## src/sv/assert_macros.svh

```systemverilog
// Assertion macros for the RTL files.
// No dependencies; expects clk and arst_n in the including module.
`ifndef ASSERT_MACROS_SVH
`define ASSERT_MACROS_SVH

// Same-cycle implication, disabled during reset.
`define ASSERT_IMP(lbl, ante, cons, msg) \
	lbl: assert property (@(posedge clk) disable iff (!arst_n) (ante) |-> (cons)) \
		else $error(msg);

// Next-cycle implication, disabled during reset.
`define ASSERT_NXT(lbl, ante, cons, msg) \
	lbl: assert property (@(posedge clk) disable iff (!arst_n) (ante) |=> (cons)) \
		else $error(msg);

`endif

```

## src/sv/blpt_pkg.sv

```systemverilog
// Shared types and constants of the byte lifting pyramid transform.
// No dependencies.
package blpt_pkg;

	localparam int DATA_W = 8;
	localparam int CFG_W  = 7;

	// configuration register indexes
	localparam logic REG_DIRECTION = 1'b0;
	localparam logic REG_LENGTH    = 1'b1;

	typedef enum logic [3:0] {
		S_IDLE = 4'b0001,
		S_COMP = 4'b0010,
		S_COPY = 4'b0100,
		S_OUT  = 4'b1000
	} state_t;

	typedef enum logic [1:0] {
		OP_PASS = 2'd0,
		OP_SUB  = 2'd1,
		OP_ADD  = 2'd2
	} op_t;

endpackage

```

## src/sv/byte_lifting_pyramid_transform.sv

```systemverilog
// Byte lifting pyramid transform: loads one byte per accepted request, L = ceil(log2 len)
// levels, each n_k = ceil(len/2^k) entries into scratch plus n_k entries of copy-back, then
// len output reads, first result in the cycle after its read. The run time is set by the
// single write port of each memory. Output cannot be stalled.
// Reset (arst_n low) clears control and config; stores undefined.
// Depends on blpt_pkg, blpt_ram and assert_macros.svh.
`include "assert_macros.svh"

module byte_lifting_pyramid_transform
	import blpt_pkg::*;
#(
	parameter int MAX_LEN = 64
) (
	input  logic              clk,
	input  logic              arst_n,
	// request channel
	input  logic              start,
	output logic              busy,
	input  logic [DATA_W-1:0] sample,
	// result channel
	output logic              strobe,
	output logic [DATA_W-1:0] value,
	output logic              last,
	// configuration write port
	input  logic              wr_en,
	input  logic              wr_index,
	input  logic [CFG_W-1:0]  wr_data
);

	localparam int AW     = $clog2(MAX_LEN);
	localparam int LEN_W  = $clog2(MAX_LEN + 1);
	localparam int SW     = LEN_W + 1;
	localparam int LEVELS = $clog2(MAX_LEN);
	localparam int KW     = $clog2(LEVELS + 1);

	// ------------------------------------------------------------------
	// Configuration registers
	// ------------------------------------------------------------------
	logic             dir_q;
	logic [CFG_W-1:0] len_cfg_q;

	always_ff @(posedge clk or negedge arst_n) begin
		if (!arst_n) begin
			dir_q     <= 1'b0;
			len_cfg_q <= CFG_W'(64);
		end else if (wr_en) begin
			case (wr_index)
				REG_DIRECTION: dir_q     <= wr_data[0];
				REG_LENGTH:    len_cfg_q <= wr_data;
				default:       ;
			endcase
		end
	end

	// Effective length: zero acts as one, oversize clamps to MAX_LEN.
	logic [LEN_W-1:0] eff_len;
	always_comb begin
		if (len_cfg_q == '0) begin
			eff_len = LEN_W'(1);
		end else if (len_cfg_q > CFG_W'(MAX_LEN)) begin
			eff_len = LEN_W'(MAX_LEN);
		end else begin
			eff_len = LEN_W'(len_cfg_q);
		end
	end

	// Number of levels: ceil(log2(len)), i.e. bit length of len-1.
	logic [LEN_W-1:0] len_m1;
	logic [KW-1:0]    num_levels;
	always_comb begin
		len_m1     = eff_len - LEN_W'(1);
		num_levels = '0;
		for (int b = 0; b < LEN_W; b++) begin
			if (len_m1[b]) begin
				num_levels = KW'(b + 1);
			end
		end
	end

	// Size of level k: ceil(len / 2^k).
	function automatic logic [LEN_W-1:0] level_size(input logic [LEN_W-1:0] len,
			input logic [KW-1:0] k);
		logic [SW-1:0] t;
		t = {1'b0, len} + ((SW'(1) << k) - SW'(1));
		return LEN_W'(t >> k);
	endfunction

	// ------------------------------------------------------------------
	// Sequencer
	// ------------------------------------------------------------------
	state_t           state_q;
	logic [LEN_W-1:0] cnt_q;    // bytes loaded so far
	logic [LEN_W-1:0] j_q;      // issue index within the current pass
	logic [LEN_W-1:0] n_q;      // entries in the current pass
	logic [KW-1:0]    lvl_q;    // current level, 0 is the full block

	logic             accept;
	logic             complete;
	logic             pass_end;
	logic [LEN_W-1:0] half_up;  // ceil(n/2), start of the detail half

	assign busy     = (state_q != S_IDLE);
	assign accept   = start && !busy;
	assign complete = ({1'b0, cnt_q} + SW'(1)) >= {1'b0, eff_len};
	assign pass_end = (j_q == n_q - LEN_W'(1));
	assign half_up  = LEN_W'(({1'b0, n_q} + SW'(1)) >> 1);

	always_ff @(posedge clk or negedge arst_n) begin
		if (!arst_n) begin
			state_q <= S_IDLE;
			cnt_q   <= '0;
			j_q     <= '0;
			n_q     <= '0;
			lvl_q   <= '0;
		end else begin
			case (state_q)
				S_IDLE: begin
					if (accept) begin
						j_q <= '0;
						if (complete) begin
							cnt_q <= '0;
							if (num_levels == '0) begin
								// single byte: nothing to transform
								n_q     <= eff_len;
								state_q <= S_OUT;
							end else if (dir_q) begin
								lvl_q   <= num_levels - KW'(1);
								n_q     <= level_size(eff_len, num_levels - KW'(1));
								state_q <= S_COMP;
							end else begin
								lvl_q   <= '0;
								n_q     <= eff_len;
								state_q <= S_COMP;
							end
						end else begin
							cnt_q <= cnt_q + LEN_W'(1);
						end
					end
				end
				S_COMP: begin
					if (pass_end) begin
						j_q     <= '0;
						state_q <= S_COPY;
					end else begin
						j_q <= j_q + LEN_W'(1);
					end
				end
				S_COPY: begin
					if (pass_end) begin
						j_q <= '0;
						if (!dir_q && (lvl_q + KW'(1) < num_levels)) begin
							// forward: next, smaller level
							lvl_q   <= lvl_q + KW'(1);
							n_q     <= level_size(eff_len, lvl_q + KW'(1));
							state_q <= S_COMP;
						end else if (dir_q && (lvl_q != '0)) begin
							// inverse: next, larger level
							lvl_q   <= lvl_q - KW'(1);
							n_q     <= level_size(eff_len, lvl_q - KW'(1));
							state_q <= S_COMP;
						end else begin
							n_q     <= eff_len;
							state_q <= S_OUT;
						end
					end else begin
						j_q <= j_q + LEN_W'(1);
					end
				end
				S_OUT: begin
					if (pass_end) begin
						state_q <= S_IDLE;
					end else begin
						j_q <= j_q + LEN_W'(1);
					end
				end
				default: state_q <= S_IDLE;
			endcase
		end
	end

	// ------------------------------------------------------------------
	// Lifting address generation for one destination entry j
	//   forward: j <  h : block[2j]
	//            j >= h : block[2k+1] - block[2k], k = j - h
	//   inverse: j even : block[j/2]  (covers the odd tail)
	//            j odd  : block[j/2] + block[j/2 + h]
	// ------------------------------------------------------------------
	logic [SW-1:0] addr_a;
	logic [SW-1:0] addr_b;
	op_t           op;

	always_comb begin
		if (dir_q) begin
			addr_a = SW'(j_q >> 1);
			addr_b = SW'(j_q >> 1) + SW'(half_up);
			op     = j_q[0] ? OP_ADD : OP_PASS;
		end else if (j_q < half_up) begin
			addr_a = {j_q, 1'b0};
			addr_b = {j_q, 1'b0} + SW'(1);
			op     = OP_PASS;
		end else begin
			addr_a = {j_q - half_up, 1'b0};
			addr_b = {j_q - half_up, 1'b0} + SW'(1);
			op     = OP_SUB;
		end
	end

	// ------------------------------------------------------------------
	// Stage 1: memory data arrives, result written or emitted
	// ------------------------------------------------------------------
	logic             comp_s1;
	logic             copy_s1;
	logic             out_s1;
	logic             last_s1;
	op_t              op_s1;
	logic [AW-1:0]    dst_s1;

	always_ff @(posedge clk or negedge arst_n) begin
		if (!arst_n) begin
			comp_s1 <= 1'b0;
			copy_s1 <= 1'b0;
			out_s1  <= 1'b0;
		end else begin
			comp_s1 <= (state_q == S_COMP);
			copy_s1 <= (state_q == S_COPY);
			out_s1  <= (state_q == S_OUT);
		end
	end

	always_ff @(posedge clk) begin
		op_s1   <= op;
		dst_s1  <= j_q[AW-1:0];
		last_s1 <= pass_end;
	end

	// ------------------------------------------------------------------
	// Memories. Each pass reads one store and writes the other, so the
	// registered write never meets a read of the same entry.
	// ------------------------------------------------------------------
	logic              blk_we;
	logic [AW-1:0]     blk_wa;
	logic [DATA_W-1:0] blk_wd;
	logic [AW-1:0]     blk_ra_a;
	logic [DATA_W-1:0] blk_rd_a;
	logic [DATA_W-1:0] blk_rd_b;
	logic [DATA_W-1:0] scr_rd;
	logic [DATA_W-1:0] lift_val;

	always_comb begin
		case (op_s1)
			OP_SUB:  lift_val = blk_rd_b - blk_rd_a;
			OP_ADD:  lift_val = blk_rd_a + blk_rd_b;
			default: lift_val = blk_rd_a;
		endcase
	end

	// load writes and copy-back writes never coincide
	assign blk_we   = accept || copy_s1;
	assign blk_wa   = copy_s1 ? dst_s1 : cnt_q[AW-1:0];
	assign blk_wd   = copy_s1 ? scr_rd : sample;
	assign blk_ra_a = (state_q == S_OUT) ? j_q[AW-1:0] : addr_a[AW-1:0];

	blpt_ram #(
		.DEPTH (MAX_LEN),
		.AW    (AW)
	) u_block_store (
		.clk  (clk),
		.we   (blk_we),
		.wa   (blk_wa),
		.wd   (blk_wd),
		.ra_a (blk_ra_a),
		.ra_b (addr_b[AW-1:0]),
		.rd_a (blk_rd_a),
		.rd_b (blk_rd_b)
	);

	blpt_ram #(
		.DEPTH (MAX_LEN),
		.AW    (AW)
	) u_scratch_store (
		.clk  (clk),
		.we   (comp_s1),
		.wa   (dst_s1),
		.wd   (lift_val),
		.ra_a (j_q[AW-1:0]),
		.ra_b (j_q[AW-1:0]),
		.rd_a (scr_rd),
		.rd_b ()
	);

	// results come straight off the block store read port
	assign strobe = out_s1;
	assign value  = blk_rd_a;
	assign last   = last_s1;

	// ------------------------------------------------------------------
	// Assertions
	// ------------------------------------------------------------------
	`ASSERT_IMP(a_strobe_from_out, strobe, $past(state_q == S_OUT), "strobe without output read")
	`ASSERT_NXT(a_last_ends_block, strobe && last, !strobe, "result after last")
	`ASSERT_IMP(a_pass_min_size, (state_q == S_COMP) || (state_q == S_COPY), n_q >= LEN_W'(2),
		"lifting pass on fewer than two entries")
	`ASSERT_IMP(a_index_in_pass, busy, j_q < n_q, "pass index out of range")

endmodule

```

## src/sv/blpt_ram.sv

```systemverilog
// Byte memory with one write port and two registered read ports.
// Depends on blpt_pkg for the data width.
module blpt_ram
	import blpt_pkg::*;
#(
	parameter int DEPTH = 64,
	parameter int AW    = 6
) (
	input  logic              clk,
	input  logic              we,
	input  logic [AW-1:0]     wa,
	input  logic [DATA_W-1:0] wd,
	input  logic [AW-1:0]     ra_a,
	input  logic [AW-1:0]     ra_b,
	output logic [DATA_W-1:0] rd_a,
	output logic [DATA_W-1:0] rd_b
);

	logic [DATA_W-1:0] mem [DEPTH];

	always_ff @(posedge clk) begin
		if (we) begin
			mem[wa] <= wd;
		end
	end

	always_ff @(posedge clk) begin
		rd_a <= mem[ra_a];
		rd_b <= mem[ra_b];
	end

endmodule
```

## config.mk

```make
export PLATFORM = sky130hd
export DESIGN_NAME = byte_lifting_pyramid_transform
export DESIGN_NICKNAME = d
export VERILOG_FILES = /design/src/sv/blpt_pkg.sv /design/src/sv/byte_lifting_pyramid_transform.sv /design/src/sv/blpt_ram.sv
export VERILOG_INCLUDE_DIRS = /design/src /design/src/sv
export SDC_FILE = /design/constraint.sdc
export NUM_CORES = 2
export LEC_CHECK = 0
export BUFFER_PORTS_ARGS = -buffer_cell sky130_fd_sc_hd__buf_4
export CORE_MARGIN = 2
export CORE_UTILIZATION = 40
export DETAILED_ROUTE_END_ITERATION = 10
export GPL_TIMING_DRIVEN = 0
export HOLD_SLACK_MARGIN = 0.08
export PLACE_DENSITY_LB_ADDON = 0.3
export SYNTH_ARGS = -nofsm -noshare
export SYNTH_HDL_FRONTEND = slang
export SYNTH_SLANG_ARGS = --single-unit
```

## constraint.sdc

```tcl
create_clock -name clk -period 5.5 [get_ports clk]
set_input_delay 1.375 -clock clk [delete_from_list [all_inputs] [get_ports clk]]
set_output_delay 1.375 -clock clk [all_outputs]
set_load 0.01 [all_outputs]
```

==> Flow_metrics.wiki <==
{| class="wikitable"
! Metric !! Value
|-
| Result of the run || finished with violations
|-
| Failing checks || slew limit
|-
| Die Outline Area || 144000 sq um
|-
| Setup TNS || 0 ns
|-
| Routability-driven placement congestion ratio || 1.00
|-
| DRC errors left || 0
|-
| Final-report setup violation count || 0
|-
| Final Hold Vio Count || 0
|-
| Final layout net count || 4677
|-
| Starting Density || 40.4%
|-
| Number of buffers created by CTS || 116
|-
| Vias/cell || 6.36
|-
| Clock latency at the later pin of the worst-skew pair || 0.81 ns
|-
| Count of buffers inserted at the top-level ports || 30
|-
| Post-synth top flop || sky130_fd_sc_hd__edfxtp_1
|-
| Worst setup slack after layout || 0.00888 ns
|-
| Total leakage power || 20.4 nW
|-
| Count of pins on the block boundary || 31
|-
| Diodes inserted || 0
|-
| Share of async-settable or async-resettable flops after synthesis || 3.56%
|-
| Post-DP HPWL || 139000 microns
|-
| CTS sink count || 1096
|-
| Worst Setup End Kind || flip-flop
|-
| Post-synthesis instance total || 4391
|-
| Remaining max-slew budget at the tightest pin || -1.23%
|-
| Instance area after placement || 59400 sq um
|-
| Dpl cells || 6311
|-
| Area of the multi-input gates || 23200 sq um
|-
| Total routing resource utilization after global routing || 26.8%
|-
| Critical Path Start Type || flip-flop
|-
| Average wire length per cell after detail routing || 30.0 microns
|-
| Maximum frequency from static timing analysis || 0.182 GHz
|-
| Final Routed Wirelength || 196000 microns
|-
| Share of cells above drive strength 1 || 16.4%
|-
| Synthesis Warnings || 0
|-
| Pwr/cell area || 471 nW/um^2
|-
| CTS Root Cell || sky130_fd_sc_hd__clkbuf_16
|-
| # rows || 137
|-
| Post-Layout Inst Area || 64300 sq um
|-
| Number of violations of the max-capacitance limit || 0
|-
| Routed Antenna Nets || 0
|-
| First-pass GRT wire length || 279000 microns
|-
| Via count of the first global-routing pass || 39600
|-
| Class of the worst hold path || reg2reg
|-
| TritonCTS clock tree || done
|-
| Number of vias after detailed routing || 41600
|-
| Antenna violations before repair || 5
|-
| Vertical extent of the die || 379 microns
|-
| Area used by sequential logic in the layout || 32400 sq um
|-
| Utilization of the core after routing || 46.0%
|-
| VDD IR-drop max || 0.000431 V
|-
| Smallest hold slack || 0.388 ns
|-
| Placeable core area || 140000 sq um
|-
| Kind of critical path || reg2reg
|-
| Post-route insts no fill || 6536
|-
| Data arrival time of the worst path || 6.10 ns
|-
| Largest fanout on the critical path || 10
|-
| Layout area overhead || 14.0%
|-
| Number of filler instances in the final layout || 12400
|-
| Synthesized Nets || 4499
|-
| Unique cell type count in the Yosys netlist || 99
|-
| Sum of overflow across all layers after global routing || 0
|-
| Largest net degree at the start of global routing || 65
|-
| Count of hold buffers inserted by post-cts repair || 0
|-
| Starting DRC count in detailed routing || 6334
|-
| Final worst-path cycle share || 99.8%
|-
| Number of enable flip-flop cells after synthesis || 1024
|-
| Portion of the post-synthesis area used by sequential elements || 57.4%
|-
| Horizontal die dimension || 379 microns
|-
| Post-Place Worst Slack || -1.22 ns
|-
| Post-layout min period || 5.49 ns
|-
| Slew @ Worst Pin || 1.52 ns
|-
| #FFs+latches synth || 1096
|-
| Critical path required time || 6.11 ns
|-
| Post-route clock skew || 0.119 ns
|-
| Power after layout || 30.3 mW
|-
| Clock edge transition at the registers on the reported setup and hold paths || 0.06 ns
|-
| Mean cell area of the mapped netlist || 12.8 sq um
|-
| Slew Viols, Final || 64
|-
| H-tree depth || 3
|-
| Drt pass-1 iters || 8
|-
| Clock buffer depth || 3
|-
| Synth Cell Area || 56400 sq um
|}
synth_stat cells, drive strengths merged, types with 19 or more instances:
library cell     n  area (sq um)
edfxtp        1024         30700
nand2          477          1790
mux2i          385          3860
nor2           221           830
clkbuf         191           721
nand3          190           951
mux4           181          4080
o22ai          175          1100
a211oi         148          1120
o21ai          127           639
buf            125           603
mux2           117          1320
a21oi          113           569
inv             91           342
and3            88           551
ha              82          1030
nor3            62           320
a31oi           43           275
nand4           43           269
dfrtp           37           926
o31ai           34           265
dfxtp           33           661
o2bb2ai         31           272
xnor2           31           272
nand2b          24           150
o221ai          24           216
xor2            22           193
a22o            19           166
critical path: stages (launching register included):
cell	delay (ns)
sky130_fd_sc_hd__dfrtp_1	0.47
sky130_fd_sc_hd__ha_1	0.27
sky130_fd_sc_hd__xor2_1	0.34
sky130_fd_sc_hd__inv_1	0.14
sky130_fd_sc_hd__ha_1	0.20
sky130_fd_sc_hd__or2_2	0.32
sky130_fd_sc_hd__o221a_2	0.29
sky130_fd_sc_hd__o211ai_1	0.37
sky130_fd_sc_hd__o211a_4	0.31
sky130_fd_sc_hd__buf_4	0.28
sky130_fd_sc_hd__buf_2	0.36
sky130_fd_sc_hd__buf_4	0.34
sky130_fd_sc_hd__mux2i_1	0.14
sky130_fd_sc_hd__o221ai_1	0.41
sky130_fd_sc_hd__a31oi_1	0.38
sky130_fd_sc_hd__nor4_4	0.64
layout make-up:
| type | instances | area share (%) |
|---|---|---|
| flip-flops and latches | 1096 | 50.4 |
| well taps | 1876 | 3.65 |
| multi-input cells | 2887 | 36.2 |
| inverters | 92 | 0.547 |
| repair buffers | 69 | 1.08 |
| clock buffers | 142 | 4.75 |
| clock inverters | 67 | 1.32 |
| plain buffers | 307 | 2.10 |
metal layers:
metal / vias to the layer above / routed length, microns / GRT usage [%]
met5: - / 30 / 0
met4: 4 / 9490 / 11.8
met3: 511 / 19700 / 5.42
met2: 2474 / 89800 / 42.4
met1: 21000 / 76900 / 35.8
li1: 17600 / - / -
timing repair:
action / in CTS / in global routing
gates resized for setup: 109 / 60
setup endpoints to repair: 23 / 22
pin swaps: 19 / 25
buffers inserted: 16 / 8
power by group:
group          switching (mW)  internal, mW
clock                    3.48          4.61
sequential              0.239          10.2
combinational            7.93          3.78
worst paths after layout:
check | startpoint | end | slack, ns | cells after the start
min | j_q[0]$_DFFE_PN0P_ | dst_s1[0]$_DFF_P_ | 0.39 | 0
max | n_q[1]$_DFFE_PN0P_ | u_block_store.rd_b[1]$_DFF_P_ | 0.009 | 15
min reg2reg | j_q[0]$_DFFE_PN0P_ | dst_s1[0]$_DFF_P_ | 0.39 | 0
max reg2reg | n_q[1]$_DFFE_PN0P_ | u_block_store.rd_b[1]$_DFF_P_ | 0.009 | 15
min in group asynchronous | arst_n | len_cfg_q[5]$_DFFE_PN0P_ | 0.56 | 1
max in group asynchronous | arst_n | state_q[0]$_DFFE_PN1P_ | 4.49 | 1
cell usage in the layout (no fill, tap or decap), types with 63 or more instances in the layout:
cell	n
sky130_fd_sc_hd__a211oi_1	136
sky130_fd_sc_hd__a21oi_1	112
sky130_fd_sc_hd__and3_1	86
sky130_fd_sc_hd__buf_2	63
sky130_fd_sc_hd__buf_4	70
sky130_fd_sc_hd__clkbuf_1	191
sky130_fd_sc_hd__clkbuf_16	116
sky130_fd_sc_hd__edfxtp_1	1024
sky130_fd_sc_hd__ha_1	75
sky130_fd_sc_hd__inv_1	86
sky130_fd_sc_hd__mux2_2	108
sky130_fd_sc_hd__mux2i_1	384
sky130_fd_sc_hd__mux4_2	181
sky130_fd_sc_hd__nand2_1	474
sky130_fd_sc_hd__nand3_1	190
sky130_fd_sc_hd__nor2_1	219
sky130_fd_sc_hd__o21ai_0	115
sky130_fd_sc_hd__o22ai_1	172
sequential cells by signal, summed over array words and instances (netlist names), 4 cells and up:
register              flops
cnt_q                     7
u_block_store.rd_b        8
n_q                       7
u_scratch_store.mem     512
u_scratch_store.rd_a      8
j_q                       7
u_block_store.mem       512
state_q                   4
dst_s1                    6
len_cfg_q                 7
u_block_store.rd_a        8
cells by family (layout without fill, tap and decap cells):
kind of cell,count (synthesis),in the layout,share of synthesized area (%)
mux,683,683,16.4
simple gates,1188,1188,9.66
flops,1096,1096,57.4
buf+inv,408,677,2.96
fa+ha+maj,88,88,2.03
xor+xnor,54,54,0.863
compound gates,874,874,10.7
Note: power is estimated with default switching activity, not from simulation.
